[src/rtl/core/bbc_pkg.sv]
// Bracket balance checker package: command word, bracket kinds, status codes,
// character constants and queue sizes, shared by the front, queue and back modules.
// No dependencies.
package bbc_pkg;

  typedef enum logic [1:0] {
    OP_NONE  = 2'd0,
    OP_OPEN  = 2'd1,
    OP_CLOSE = 2'd2
  } op_t;

  typedef enum logic [1:0] {
    KIND_ROUND  = 2'd0,
    KIND_SQUARE = 2'd1,
    KIND_CURLY  = 2'd2
  } kind_t;

  typedef enum logic [2:0] {
    ST_OK       = 3'd0,
    ST_MISMATCH = 3'd1,
    ST_EMPTY    = 3'd2,
    ST_UNCLOSED = 3'd3,
    ST_OVERFLOW = 3'd4
  } status_t;

  typedef struct packed {
    op_t   op;
    kind_t kind;
    logic  last;
  } cmd_t;

  localparam logic [7:0] CH_LROUND  = 8'h28;
  localparam logic [7:0] CH_RROUND  = 8'h29;
  localparam logic [7:0] CH_LSQUARE = 8'h5B;
  localparam logic [7:0] CH_RSQUARE = 8'h5D;
  localparam logic [7:0] CH_LCURLY  = 8'h7B;
  localparam logic [7:0] CH_RCURLY  = 8'h7D;

  localparam int QUEUE_DEPTH = 2;
  localparam int QUEUE_AW    = $clog2(QUEUE_DEPTH);
  localparam int QUEUE_CW    = $clog2(QUEUE_DEPTH + 1);

endpackage

[src/rtl/core/bbc_in_if.sv]
// Input channel of the bracket balance checker: one character word per handshake.
// No dependencies.
interface bbc_in_if;
  logic       valid;
  logic       ready;
  logic [7:0] symbol;
  logic       last;

  modport source (output valid, output symbol, output last, input ready);
  modport sink   (input valid, input symbol, input last, output ready);
endinterface

[src/rtl/core/bbc_out_if.sv]
// Result channel of the bracket balance checker: one verdict word per expression.
// No dependencies.
interface bbc_out_if;
  logic       valid;
  logic       ready;
  logic       balanced;
  logic [2:0] status;

  modport source (output valid, output balanced, output status, input ready);
  modport sink   (input valid, input balanced, input status, output ready);
endinterface

[src/rtl/core/bbc_front.sv]
// Front end: accepts character words and classifies them into stack commands.
// Depends on bbc_pkg and bbc_in_if.
module bbc_front (
  bbc_in_if.sink         chars,
  output logic           cmd_valid,
  input  logic           cmd_ready,
  output bbc_pkg::cmd_t  cmd
);

  assign cmd_valid   = chars.valid;
  assign chars.ready = cmd_ready;

  always_comb begin
    cmd.last = chars.last;
    unique case (chars.symbol)
      bbc_pkg::CH_LROUND: begin
        cmd.op   = bbc_pkg::OP_OPEN;
        cmd.kind = bbc_pkg::KIND_ROUND;
      end
      bbc_pkg::CH_LSQUARE: begin
        cmd.op   = bbc_pkg::OP_OPEN;
        cmd.kind = bbc_pkg::KIND_SQUARE;
      end
      bbc_pkg::CH_LCURLY: begin
        cmd.op   = bbc_pkg::OP_OPEN;
        cmd.kind = bbc_pkg::KIND_CURLY;
      end
      bbc_pkg::CH_RROUND: begin
        cmd.op   = bbc_pkg::OP_CLOSE;
        cmd.kind = bbc_pkg::KIND_ROUND;
      end
      bbc_pkg::CH_RSQUARE: begin
        cmd.op   = bbc_pkg::OP_CLOSE;
        cmd.kind = bbc_pkg::KIND_SQUARE;
      end
      bbc_pkg::CH_RCURLY: begin
        cmd.op   = bbc_pkg::OP_CLOSE;
        cmd.kind = bbc_pkg::KIND_CURLY;
      end
      default: begin
        cmd.op   = bbc_pkg::OP_NONE;
        cmd.kind = bbc_pkg::KIND_ROUND;
      end
    endcase
  end

endmodule

[src/rtl/core/bbc_queue.sv]
// Short command queue between the front end and the stack engine.
// Depends on bbc_pkg.
module bbc_queue (
  input  logic          clk,
  input  logic          rst,
  input  logic          wr_valid,
  output logic          wr_ready,
  input  bbc_pkg::cmd_t wr_cmd,
  output logic          rd_valid,
  input  logic          rd_take,
  output bbc_pkg::cmd_t rd_cmd
);

  bbc_pkg::cmd_t                  slots [bbc_pkg::QUEUE_DEPTH];
  logic [bbc_pkg::QUEUE_AW-1:0]   wr_ptr;
  logic [bbc_pkg::QUEUE_AW-1:0]   rd_ptr;
  logic [bbc_pkg::QUEUE_CW-1:0]   fill;
  logic                           push;
  logic                           pop;

  assign wr_ready = (fill != bbc_pkg::QUEUE_CW'(bbc_pkg::QUEUE_DEPTH));
  assign rd_valid = (fill != '0);
  assign rd_cmd   = slots[rd_ptr];
  assign push     = wr_valid && wr_ready;
  assign pop      = rd_take && rd_valid;

  always_ff @(posedge clk) begin
    if (push) begin
      slots[wr_ptr] <= wr_cmd;
    end
  end

  always_ff @(posedge clk) begin
    if (rst) begin
      wr_ptr <= '0;
      rd_ptr <= '0;
      fill   <= '0;
    end else begin
      if (push) begin
        wr_ptr <= (wr_ptr == bbc_pkg::QUEUE_AW'(bbc_pkg::QUEUE_DEPTH - 1)) ? '0 : wr_ptr + 1'b1;
      end
      if (pop) begin
        rd_ptr <= (rd_ptr == bbc_pkg::QUEUE_AW'(bbc_pkg::QUEUE_DEPTH - 1)) ? '0 : rd_ptr + 1'b1;
      end
      if (push && !pop) begin
        fill <= fill + 1'b1;
      end else if (pop && !push) begin
        fill <= fill - 1'b1;
      end
    end
  end

endmodule

[src/rtl/core/bbc_back.sv]
// Stack engine: carries out push and pop commands on the bracket stack memory,
// keeps the sticky error and registers the verdict word. Depends on bbc_pkg, bbc_out_if.
module bbc_back #(
  parameter int STACK_DEPTH = 64
) (
  input  logic          clk,
  input  logic          rst,
  input  logic          cmd_valid,
  output logic          cmd_take,
  input  bbc_pkg::cmd_t cmd,
  bbc_out_if.source     results
);

  localparam int IW = (STACK_DEPTH > 1) ? $clog2(STACK_DEPTH) : 1;
  localparam int CW = $clog2(STACK_DEPTH + 1);

  logic [1:0]       stack_mem [STACK_DEPTH];
  logic [CW-1:0]    count;
  logic [CW-1:0]    count_next;
  bbc_pkg::status_t err;
  bbc_pkg::status_t err_next;
  bbc_pkg::status_t err_upd;
  bbc_pkg::status_t verdict;
  logic [1:0]       top;
  logic             push;
  logic [IW-1:0]    rd_addr;
  logic [CW-1:0]    count_upd;

  assign cmd_take = cmd_valid && (!cmd.last || !results.valid || results.ready);

  always_comb begin
    push      = 1'b0;
    count_upd = count;
    err_upd   = err;
    if (cmd_take && err == bbc_pkg::ST_OK) begin
      case (cmd.op)
        bbc_pkg::OP_OPEN: begin
          if (count == CW'(STACK_DEPTH)) begin
            err_upd = bbc_pkg::ST_OVERFLOW;
          end else begin
            push      = 1'b1;
            count_upd = count + 1'b1;
          end
        end
        bbc_pkg::OP_CLOSE: begin
          if (count == '0) begin
            err_upd = bbc_pkg::ST_EMPTY;
          end else begin
            count_upd = count - 1'b1;
            if (top != cmd.kind) begin
              err_upd = bbc_pkg::ST_MISMATCH;
            end
          end
        end
        default: ;
      endcase
    end

    if (err_upd != bbc_pkg::ST_OK) begin
      verdict = err_upd;
    end else if (count_upd != '0) begin
      verdict = bbc_pkg::ST_UNCLOSED;
    end else begin
      verdict = bbc_pkg::ST_OK;
    end

    if (cmd_take && cmd.last) begin
      count_next = '0;
      err_next   = bbc_pkg::ST_OK;
    end else begin
      count_next = count_upd;
      err_next   = err_upd;
    end
  end

  assign rd_addr = IW'(count_next - 1'b1);

  // hold the top entry in a register; bypass a fresh push around the memory
  always_ff @(posedge clk) begin
    if (push) begin
      stack_mem[count[IW-1:0]] <= cmd.kind;
      top                      <= cmd.kind;
    end else begin
      top <= stack_mem[rd_addr];
    end
  end

  always_ff @(posedge clk) begin
    if (rst) begin
      count         <= '0;
      err           <= bbc_pkg::ST_OK;
      results.valid <= 1'b0;
    end else begin
      count <= count_next;
      err   <= err_next;
      if (cmd_take && cmd.last) begin
        results.valid <= 1'b1;
      end else if (results.ready) begin
        results.valid <= 1'b0;
      end
    end
  end

  always_ff @(posedge clk) begin
    if (cmd_take && cmd.last) begin
      results.status   <= verdict;
      results.balanced <= (verdict == bbc_pkg::ST_OK);
    end
  end

endmodule

[src/rtl/core/bracket_balance_checker_top.sv]
// Bracket balance checker: one character word in per cycle, one verdict word out
// per expression. A character word is taken every cycle while the command queue
// has room; the back end retires one command per cycle unless a last command
// waits on an untaken verdict, each at most one push or pop on the stack memory
// with the top entry held in a register, so the sustained rate is one character
// per cycle. The last character's command passes through the queue before the
// stack engine takes it and registers the verdict on the result channel, where
// it waits until taken while later characters keep flowing. The stack holds STACK_DEPTH
// entries; status is 0 ok, 1 kind mismatch, 2 closer on empty, 3 unclosed,
// 4 overflow, and the first error of an expression is the one reported.
// Depends on bbc_pkg, bbc_in_if, bbc_out_if, bbc_front, bbc_queue, bbc_back.
module bracket_balance_checker_top #(
  parameter int STACK_DEPTH = 64
) (
  input  logic      clk,
  input  logic      rst,
  bbc_in_if.sink    chars,
  bbc_out_if.source results
);

  bbc_pkg::cmd_t front_cmd;
  bbc_pkg::cmd_t queue_cmd;
  logic          front_valid;
  logic          front_ready;
  logic          queue_valid;
  logic          queue_take;

  bbc_front u_front (
    .chars     (chars),
    .cmd_valid (front_valid),
    .cmd_ready (front_ready),
    .cmd       (front_cmd)
  );

  bbc_queue u_queue (
    .clk      (clk),
    .rst      (rst),
    .wr_valid (front_valid),
    .wr_ready (front_ready),
    .wr_cmd   (front_cmd),
    .rd_valid (queue_valid),
    .rd_take  (queue_take),
    .rd_cmd   (queue_cmd)
  );

  bbc_back #(
    .STACK_DEPTH (STACK_DEPTH)
  ) u_back (
    .clk       (clk),
    .rst       (rst),
    .cmd_valid (queue_valid),
    .cmd_take  (queue_take),
    .cmd       (queue_cmd),
    .results   (results)
  );

`ifndef SYNTHESIS
  a_verdict_consistent: assert property (@(posedge clk) disable iff (rst)
    results.valid |-> (results.balanced == (results.status == bbc_pkg::ST_OK)))
    else $error("balanced flag disagrees with status");

  a_status_legal: assert property (@(posedge clk) disable iff (rst)
    results.valid |-> (results.status <= bbc_pkg::ST_OVERFLOW))
    else $error("status code out of range");

  a_take_needs_valid: assert property (@(posedge clk) disable iff (rst)
    queue_take |-> queue_valid)
    else $error("stack engine took a command from an empty queue");

  a_quiet_after_reset: assert property (@(posedge clk) disable iff (rst)
    $past(rst) |-> !results.valid)
    else $error("result word shown straight after reset");

  a_last_yields_result: assert property (@(posedge clk) disable iff (rst)
    (queue_take && queue_cmd.last) |=> results.valid)
    else $error("last character retired without a verdict");
`endif

endmodule

[src/flat_wrapper.sv]
// flat-port wrapper written by rule: the top's interface ports become plain ports
module bracket_balance_checker_top_flat 
#(
  parameter int STACK_DEPTH = 64
)
  (clk, rst, chars_valid, chars_symbol, chars_last, chars_ready, results_valid, results_balanced, results_status, results_ready);
  bbc_in_if chars_i ();
  bbc_out_if results_i ();
  input  logic clk;
  input  logic rst;
  input wire logic [$bits(chars_i.valid)-1:0] chars_valid;
  input wire logic [$bits(chars_i.symbol)-1:0] chars_symbol;
  input wire logic [$bits(chars_i.last)-1:0] chars_last;
  output wire logic [$bits(chars_i.ready)-1:0] chars_ready;
  output wire logic [$bits(results_i.valid)-1:0] results_valid;
  output wire logic [$bits(results_i.balanced)-1:0] results_balanced;
  output wire logic [$bits(results_i.status)-1:0] results_status;
  input wire logic [$bits(results_i.ready)-1:0] results_ready;
  assign chars_i.valid = chars_valid;
  assign chars_i.symbol = chars_symbol;
  assign chars_i.last = chars_last;
  assign chars_ready = chars_i.ready;
  assign results_valid = results_i.valid;
  assign results_balanced = results_i.balanced;
  assign results_status = results_i.status;
  assign results_i.ready = results_ready;
  bracket_balance_checker_top #(.STACK_DEPTH(STACK_DEPTH)) u_core (.clk(clk), .rst(rst), .chars(chars_i), .results(results_i));
endmodule
[config.mk]
export PLATFORM = sky130hd
export DESIGN_NAME = bracket_balance_checker_top_flat
export DESIGN_NICKNAME = d
export VERILOG_FILES = /design/src/rtl/core/bbc_pkg.sv /design/src/rtl/core/bbc_in_if.sv /design/src/rtl/core/bbc_out_if.sv /design/src/rtl/core/bbc_front.sv /design/src/rtl/core/bbc_queue.sv /design/src/rtl/core/bbc_back.sv /design/src/rtl/core/bracket_balance_checker_top.sv /design/src/flat_wrapper.sv
export SDC_FILE = /design/constraint.sdc
export NUM_CORES = 1
export LEC_CHECK = 0
export BUFFER_PORTS_ARGS = -buffer_cell sky130_fd_sc_hd__buf_2
export CAP_MARGIN = 5
export CORE_UTILIZATION = 56
export CTS_CLUSTER_SIZE = 20
export DETAILED_ROUTE_END_ITERATION = 6
export PLACE_DENSITY = 0.85
export SETUP_SLACK_MARGIN = 0.3
export SLEW_MARGIN = 20
export SYNTH_ARGS = -nofsm -noshare
export SYNTH_HDL_FRONTEND = slang
export SYNTH_SLANG_ARGS = --single-unit
[constraint.sdc]
create_clock -name clk -period 5.77 [get_ports clk]
set_clock_uncertainty 0.2 [all_clocks]
set_input_delay 0.577 -clock clk [delete_from_list [all_inputs] [get_ports clk]]
set_output_delay 0.577 -clock clk [all_outputs]
set_load 0.01 [all_outputs]
==> flow_summary.yaml, run 1 <==
outcome:
  outcome: "finished, final reports clean"
clock_network:
  cts_max_level: 4
  clk-insertion-delay-late_ns: 0.43
  cts-resized-gates: 0
  cts_tree: "done"
  cts_setup_buffers: 0
  cts-hold-fix-buffers: 0
  clk_pin_slew_worst_paths_ns: 0.06
  clockBufferDepth: 2
  root_buffer: "clkbuf_16"
  cts_buffers: 17
  clkSinkCount: 160
synth:
  synth.cell_area_sq_um: 7260
  synthTopCellsByArea: "edfxtp_1 (59%), mux4_2 (11%), dfxtp_1 (5.0%)"
  synth_commonest_cells: "edfxtp_1 (142), nor2_1 (93), mux4_2 (34)"
  yosysMostFrequentCell: "edfxtp_1"
  ys.flop_type: "edfxtp_1"
  synth-seq-cells: 160
  synth_edf_count: 142
  postSynth.asyncResetShare: 0
  synth_cell_types: 62
  syn_inst: 517
  syn_avg_cell_area_sq_um: 14.0
  synth_nets: 536
  yosys.area.top_type: "edfxtp_1"
  ys.warnings.count: 0
  synth_top_area_frac: 0.587
  yosysSeqAreaShare: 0.637
sta:
  clock.fmax_mhz: 198
  finalSetupViolCount: 0
  slew_viol_final: 0
  tightest_slew_ns: 1.03
  min_period_ns: 5.06
  period_share: 0.876
  hold_ws_ns: 0.142
  finalSetupTns_ns: 0
  rsz0062_at_grt: "no"
  hold_violations: 0
  relSlewSlack: 0.311
die:
  ios: 19
  rows: 41
  die_w_microns: 116
  die-area_sq_um: 13400
  start_util: 0.575
  coreArea_sq_um: 12600
  die_y_microns: 116
global_route:
  grt_pass1_vias: 4575
  gr-usage-all-layers: 0.262
  antenna_found_initial: 0
  grt_max_degree: 65
  grt_overflow_total: 0
  grt_pass1_wl_mm: 25.1
drt:
  routed_via_density: 6.48
  drc: 0
  drt-pass1-iter-count: 6
  vias: 4663
  first_iter_violations: 513
  wirelength_mm: 16.3
  avgRoutedWirePerCell_microns: 22.6
  ant_nets: 0
placed_design:
  portBuffers: 18
  dpl.hpwl_mm: 10.3
  place_congestion: 0.962
power:
  p_total_mw: 3.37
  vdd_drop_max_mv: 0.236
  powerDensity_nw_per_um2: 418
  power.leakage_nw: 2.73
critical_path:
  startpoint_type: "register"
  worst_ep_required_time_ns: 5.86
  path_class: "register to register"
  path_max_fanout: 16
  cp_data_arrival_time_ns: 5.14
  cp-end-kind: "register"
cells_and_area:
  final_nets: 555
  fill_cells: 903
  area_growth_pct: 11.0
  drive_gt1_frac: 0.184
  n_antenna_cell: 0
worst_hold_path:
  hold_path_class: "input pin to register"
flow_run:
  drv_cap: 0
critical path, stage by stage, from the launching register on:
cell	delay, ns
dfxtp_1	0.51
mux2i_1	0.29
inv_1	0.07
ha_1	0.27
nor4_1	0.45
o211a_1	0.25
a21oi_1	0.10
or4_1	0.47
ha_2	0.73
mux4_1	0.65
mux4_2	0.49
mux2_4	0.30
o21ai_2	0.07
a221oi_2	0.07
registers in the layout, indices dropped and copies added, names as in the netlist, named ones only:
| signal | flops |
|---|---|
| u_core.u_back.stack_mem | 128 |
| u_core.u_queue.rd_ptr | 1 |
| u_core.u_back.top | 2 |
| u_core.u_back.results.valid | 1 |
| u_core.u_back.results.status | 3 |
| u_core.u_back.err | 3 |
| u_core.u_back.count | 7 |
| u_core.u_queue.wr_ptr | 1 |
| u_core.u_back.results.balanced | 1 |
| u_core.u_queue.fill | 2 |
| u_core.u_queue.slots | 10 |
cells in the final DEF (no fill, tap or decap), types with 3 or more instances in the layout:
cell	instances
ha_1	5
buf_4	7
buf_2	18
edfxtp_1	142
nor3_1	9
inv_1	14
a21oi_1	13
o21ai_1	3
mux2i_1	15
dfxtp_1	18
or2_2	3
o21ai_0	9
or3_1	5
nor2_1	93
xor2_1	7
nand3_1	18
nand2_1	23
clkinvlp_4	3
clkbuf_16	17
clkinv_2	4
nand3b_1	3
mux4_2	34
and2_1	3
nor4_1	3
nand2b_1	5
and3_1	6
o31ai_1	3
nand4_1	3
a22oi_1	3
o22ai_1	3
worst paths after layout:
path         depth (start not counted)                          to              startpoint  slack (ns)
max                                 13        u_core.u_back.top[0]                register        0.71
min                                  1  u_core.u_queue.slots[1][0]              chars_last        0.14
min reg2reg                          2      u_core.u_queue.fill[1]  u_core.u_queue.fill[1]        0.33
max reg2reg                         13        u_core.u_back.top[0]                register        0.71
power breakdown:
part,internal (mW),switching [mW]
Combinational,0.338,0.523
Sequential,1.42,0.0328
Clock,0.628,0.431
area by class of cell:
cell class / count / area (sq um) / area share
timing repair buffer: 26 / 163 / 0.0202
clock inverter: 12 / 119 / 0.0147
clock buffer: 19 / 433 / 0.0537
sequential: 160 / 4620 / 0.574
inverter: 16 / 60.1 / 0.00745
tap: 172 / 215 / 0.0267
multi-input combinational: 315 / 2450 / 0.303
metrics by stage:
step           cell area [sq um]   util  instances  worst slack [ns]
3_3_place_gp                7510  0.595        689             0.894
3_5_place_dp                7510  0.595        689             0.727
4_1_cts                     8060  0.639        720             0.707
6_report                    8060  0.639        720             0.714
5_1_grt                     8060  0.639        720             0.437
2_1_floorplan               7260      -        517             0.467
layer usage:
metal	part of all wire	vias to the layer above	GRT usage
li1	-	2018	-
met1	0.38	2345	0.319
met2	0.51	254	0.437
met3	0.080	46	0.0743
met4	0.029	0	0.121
met5	0	-	0
cell families after synthesis:
family	count (synthesis)	share of synthesized area
buf+inv	42	0.0271
xor+xnor	9	0.0109
mux	53	0.135
fa+ha+maj	6	0.0103
flops	160	0.637
compound gates	62	0.0603
simple gates	185	0.119
Power figures use the tool's default switching activity.
==> inputs of run 2 (changes only) <==
--- a/config.mk
+++ b/config.mk
@@ -7,10 +7,12 @@
 export LEC_CHECK = 0
 export BUFFER_PORTS_ARGS = -buffer_cell sky130_fd_sc_hd__buf_2
 export CAP_MARGIN = 5
-export CORE_UTILIZATION = 56
+export CELL_PAD_IN_SITES_DETAIL_PLACEMENT = 0
+export CELL_PAD_IN_SITES_GLOBAL_PLACEMENT = 1
+export CORE_UTILIZATION = 47
 export CTS_CLUSTER_SIZE = 20
 export DETAILED_ROUTE_END_ITERATION = 6
-export PLACE_DENSITY = 0.85
+export PLACE_DENSITY = 0.84
 export SETUP_SLACK_MARGIN = 0.3
 export SLEW_MARGIN = 20
 export SYNTH_ARGS = -nofsm -noshare
==> run 2 against run 1 <==
  * Register-to-register slack gained 0.05 ns
  * Critical endpoint unchanged
  * Cell count up 2.6%
  * Sequential power hardly changed
  * Via count is 4.8% lower
  * Largest cell class unchanged
==> flow_summary.yaml, run 2 (synthesis gave the netlist of run 1 again) <==
global_route:
  grt_pass1_wl_mm: 24.4
  grt_max_degree: 65
  antenna_found_initial: 0
  grt_overflow_total: 0
  gr-usage-all-layers: 0.207
  grt_pass1_vias: 4514
clock_network:
  clk_pin_slew_worst_paths_ns: 0.06
  cts_buffers: 17
  cts_setup_buffers: 0
  clockBufferDepth: 2
  clkSinkCount: 160
  cts_tree: "done"
  cts-resized-gates: 0
  clk-insertion-delay-late_ns: 0.44
  cts_max_level: 4
  cts-hold-fix-buffers: 0
  root_buffer: "clkbuf_16"
power:
  switching_share: 0.295
  combPwrFrac: 0.249
  clockPowerShare: 0.325
  powerDensity_nw_per_um2: 419
  vdd_drop_max_mv: 0.236
  switching_power_mw: 1.00
  power.leakage_nw: 2.76
  p_int_mw: 2.39
  seqPwrFrac: 0.426
outcome:
  outcome: "finished, final reports clean"
die:
  die-area_sq_um: 15900
  rows: 45
  die_w_microns: 126
  start_util: 0.479
  ios: 19
  die_y_microns: 126
  coreArea_sq_um: 15100
sta:
  finalSetupViolCount: 0
  finalSetupTns_ns: 0
  hold_ws_ns: 0.139
  relSlewSlack: 0.492
  tightest_slew_ns: 0.759
  min_period_ns: 5.01
  setup_slack_ns: 0.761
  hold_violations: 0
  clock.fmax_mhz: 200
  rsz0062_at_grt: "no"
  period_share: 0.868
  slew_viol_final: 0
drt:
  vias: 4439
  avgRoutedWirePerCell_microns: 20.6
  drc: 0
  first_iter_violations: 404
  drt-pass1-iter-count: 5
  wirelength_mm: 15.2
  routed_via_density: 6.01
  ant_nets: 0
cells_and_area:
  area_growth_pct: 11.9
  n_antenna_cell: 0
  mostFrequentLayoutCell: "edfxtp_1"
  largest_register_ffs: 128
  layout_common_cells: "edfxtp_1 (142), nor2_1 (93), mux4_2 (34), nand2_1 (23)"
  seq_area_sq_um: 4620
  drive_gt1_frac: 0.192
  final_nets: 557
  multi_input_area_sq_um: 2450
  fill_cells: 1185
worst_hold_path:
  hold_path_class: "input pin to register"
placed_design:
  place_congestion: 0.935
  portBuffers: 18
  post-place-ws_ns: 0.767
  dpl.hpwl_mm: 9.89
flow_run:
  drv_cap: 0
critical_path:
  path_class: "register to register"
  cp-end-kind: "register"
  startpoint_type: "register"
  path_max_fanout: 16
  worst_ep_required_time_ns: 5.86
  cp_data_arrival_time_ns: 5.10
[run 2: changes by cell type in the layout (fill, tap and decap cells not counted), moves of 2 or more]
| cell | before | now |
|---|---|---|
| buf_4 | 7 | 10 |
| clkbuf_1 | 2 | 0 |
| clkinv_2 | 4 | 2 |
| inv_6 | 1 | 6 |
[run 2: area by class of cell]
cell class | instances | area share
flip-flops and latches | 160 | 0.570
clock buffers | 17 | 0.0524
well taps | 188 | 0.0290
inverters | 16 | 0.00740
repair buffers | 28 | 0.0203
clock inverters | 15 | 0.0190
multi-input cells | 315 | 0.302
[run 2: power groups by stage]
stage                     Combinational [mW]  Clock (mW)  Sequential, mW
after global placement                 0.828           0            1.47
after detailed placement               0.842           0            1.47
after CTS                              0.849        1.11            1.45
after global routing                   0.923        1.16            1.45
after floorplan                        0.631           0            1.47
final                                  0.846        1.10            1.45
[run 2: worst max-delay path, cell delays in order, from the launching register on]
cell and delay (ns):
dfxtp_1 0.51, mux2i_1 0.31, ha_1 0.38, inv_1 0.16, a221oi_1 0.31, a221oi_1 0.13
or4_1 0.59, ha_2 0.58, buf_4 0.38, mux4_2 0.57, mux4_2 0.49, nor3_1 0.20
a221oi_2 0.05
[run 2: layer usage]
layer  routed length [microns]  up-vias  GRT usage
met3                       702       32     0.0446
met5                         0        -          0
li1                          -     2027          -
met2                      7540      141      0.339
met1                      6530     2239      0.263
met4                       423        0      0.102
[run 2: worst paths after layout]
check                           cells past startpoint  slack [ns]                   start                    endpoint
worst max-delay path                               12        0.76                register        u_core.u_back.top[0]
worst min-delay path                                1        0.14              chars_last  u_core.u_queue.slots[0][0]
worst max register to register                     12        0.76                register        u_core.u_back.top[0]
worst min register to register                      2        0.32  u_core.u_queue.fill[1]      u_core.u_queue.fill[1]
[run 2: metrics by stage]
stage | util | std cells | cell area [sq um] | total power, mW
6_report | 0.536 | 739 | 8120 | 3.40
5_1_grt | 0.536 | 739 | 8120 | 3.53
4_1_cts | 0.535 | 739 | 8110 | 3.41
3_5_place_dp | 0.497 | 707 | 7530 | 2.31
3_3_place_gp | 0.497 | 707 | 7530 | 2.30
2_1_floorplan | - | 517 | 7260 | 2.10
==> inputs of run 3 (changes only) <==
--- a/config.mk
+++ b/config.mk
@@ -10,9 +10,10 @@
 export CELL_PAD_IN_SITES_DETAIL_PLACEMENT = 0
 export CELL_PAD_IN_SITES_GLOBAL_PLACEMENT = 1
 export CORE_UTILIZATION = 47
+export CTS_CLUSTER_DIAMETER = 200
 export CTS_CLUSTER_SIZE = 20
 export DETAILED_ROUTE_END_ITERATION = 6
-export PLACE_DENSITY = 0.84
+export PLACE_DENSITY_LB_ADDON = 0.1
 export SETUP_SLACK_MARGIN = 0.3
 export SLEW_MARGIN = 20
 export SYNTH_ARGS = -nofsm -noshare
==> run 3 against run 2 <==
  * Critical path depth rose by 1
  * Combinational power increased by 2%
  * Die area did not move
  * Flip-flop and latch count stayed put
  * Sequential share of layout area is essentially flat
  * Sequential power is essentially flat
  * Largest power group unchanged
==> flow_summary.yaml, run 3 (synthesis gave the netlist of run 1 again) <==
cells_and_area:
  fill_cells: 1264
  final_cell_count_no_fill: 742
  largest_register_ffs: 128
  mostFrequentLayoutCell: "edfxtp_1"
  area_growth_pct: 11.9
  drive_gt1_frac: 0.197
  layout_common_cells: "edfxtp_1 (142), nor2_1 (93), mux4_2 (34), nand2_1 (23)"
  final_nets: 560
  n_antenna_cell: 0
  fin_util: 0.536
critical_path:
  r2r_end: "u_core.u_back.top[0]"
  cp_data_arrival_time_ns: 5.05
  worstPathCellList: "mux2i_1 > ha_1 > inv_1 > a221oi_1 > a221oi_1 > or4_1 > ha_2 > buf_4 > mux4_2 > mux4_2 > mux2_4 > o21ai_2 > a221oi_2"
  worstSetupEndpoint: "u_core.u_back.top[0]"
  r2r_setup_slack_ns: 0.81
  cp-end-kind: "register"
  path_class: "register to register"
  startpoint_type: "register"
  crit_slowest_cell: "ha_2"
  worst_ep_required_time_ns: 5.86
  path_delay_family: "multiplexers"
  crit_cells: 13
  path_max_fanout: 10
  path_buf_inv: 2
  ff2ff_path_depth: 13
  max_stage_delay_ns: 0.58
clock_network:
  clk-insertion-delay-late_ns: 0.42
  cts-hold-fix-buffers: 0
  cts_buffers: 17
  clockBufferDepth: 2
  clk_pin_slew_worst_paths_ns: 0.06
  cts-resized-gates: 0
  clkSinkCount: 160
  cts_setup_buffers: 0
  cts_max_level: 4
  root_buffer: "clkbuf_16"
  cts_tree: "done"
drt:
  drc: 0
  routed_via_density: 5.96
  top_layer_used: "met4"
  met3_length_microns: 731
  drt-pass1-iter-count: 5
  wirelength_mm: 15.9
  met1_length_mm: 7.47
  first_iter_violations: 360
  avgRoutedWirePerCell_microns: 21.5
  ant_nets: 0
  met2_length_mm: 7.47
  vias: 4421
die:
  die_w_microns: 126
  start_util: 0.479
  ios: 19
  die_y_microns: 126
  coreArea_sq_um: 15100
  die-area_sq_um: 15900
  rows: 45
worst_hold_path:
  hold_path_class: "input pin to register"
  hold_start: "chars_last"
sta:
  relSlewSlack: 0.423
  clock.fmax_mhz: 202
  min_period_ns: 4.96
  tightest_slew_ns: 0.864
  period_share: 0.860
  hold_violations: 0
  slew_viol_final: 0
  setup_slack_ns: 0.809
  rsz0062_at_grt: "no"
  finalSetupViolCount: 0
  finalSetupTns_ns: 0
placed_design:
  place_congestion: 0.845
  dpl.hpwl_mm: 10.5
  placedCellCount: 710
  portBuffers: 18
  post-place-ws_ns: 0.805
global_route:
  grt_pass1_wl_mm: 25.1
  antenna_found_initial: 0
  grt_pass1_vias: 4503
  grt_overflow_total: 0
  grt_max_degree: 65
  gr-usage-all-layers: 0.217
power:
  vdd_drop_max_mv: 0.264
  powerDensity_nw_per_um2: 416
  power.leakage_nw: 2.77
  p_total_mw: 3.38
flow_run:
  drv_cap: 0
outcome:
  outcome: "finished, final reports clean"
[run 3: cell types whose count changed in the layout (fill, tap and decap cells not counted)]
cell / previous run / this run
clkbuf_1: 0 / 2
nor4_2: 0 / 1
clkinv_4: 1 / 0
clkbuf_16: 17 / 18
clkinv_1: 2 / 0
inv_4: 0 / 2
buf_4: 10 / 13
nor4_4: 1 / 0
clkinvlp_4: 2 / 1
clkbuf_8: 0 / 3
inv_8: 0 / 1
bufinv_16: 2 / 0
inv_6: 6 / 3
[run 3: layout make-up]
type | instances | area [sq um] | area share
sequential | 160 | 4620 | 0.569
multi-input combinational | 315 | 2450 | 0.301
clock buffer | 23 | 499 | 0.0615
tap | 188 | 235 | 0.0290
timing repair buffer | 31 | 188 | 0.0231
clock inverter | 9 | 67.6 | 0.00832
inverter | 16 | 60.1 | 0.00740
[run 3: power by group]
part	total (mW)	switching (mW)	internal [mW]
Sequential	1.45	0.0304	1.42
Clock	1.07	0.451	0.617
Combinational	0.863	0.522	0.341
Total	3.38	1.00	2.38
[run 3: worst reg2reg max path, cell delays in order, from the launching register on]
cell and delay, ns:
dfxtp_1 0.50, mux2i_1 0.32, ha_1 0.41, inv_1 0.17
a221oi_1 0.30, a221oi_1 0.11, or4_1 0.57, ha_2 0.58
buf_4 0.25, mux4_2 0.52, mux4_2 0.50, mux2_4 0.28
o21ai_2 0.06, a221oi_2 0.07
[run 3: worst min-delay path by stage]
stage | slack (ns) | endpoint | cells past startpoint
2_1_floorplan | 0.26 | u_core.u_queue.fill[1] | 2
3_3_place_gp | 0.28 | u_core.u_queue.fill[1] | 2
3_5_place_dp | 0.30 | u_core.u_queue.fill[1] | 2
4_1_cts | 0.13 | u_core.u_queue.slots[0][0] | 1
5_1_grt | 0.13 | u_core.u_queue.slots[1][0] | 1
6_report | 0.15 | u_core.u_queue.slots[1][0] | 1
[run 3: per-stage QoR]
| stage | cell area [sq um] | hold WS, ns |
|---|---|---|
| final | 8120 | 0.149 |
| after global routing | 8120 | 0.130 |
| after CTS | 8120 | 0.126 |
| after detailed placement | 7550 | 0.297 |
| after global placement | 7550 | 0.279 |
| after floorplan | 7260 | 0.261 |
[run 3: metal layers]
layer  vias to the layer above  track usage
li1                       2040            -
met1                      2256        0.298
met2                       108        0.337
met3                        17       0.0523
met4                         0       0.0822
met5                         -            0
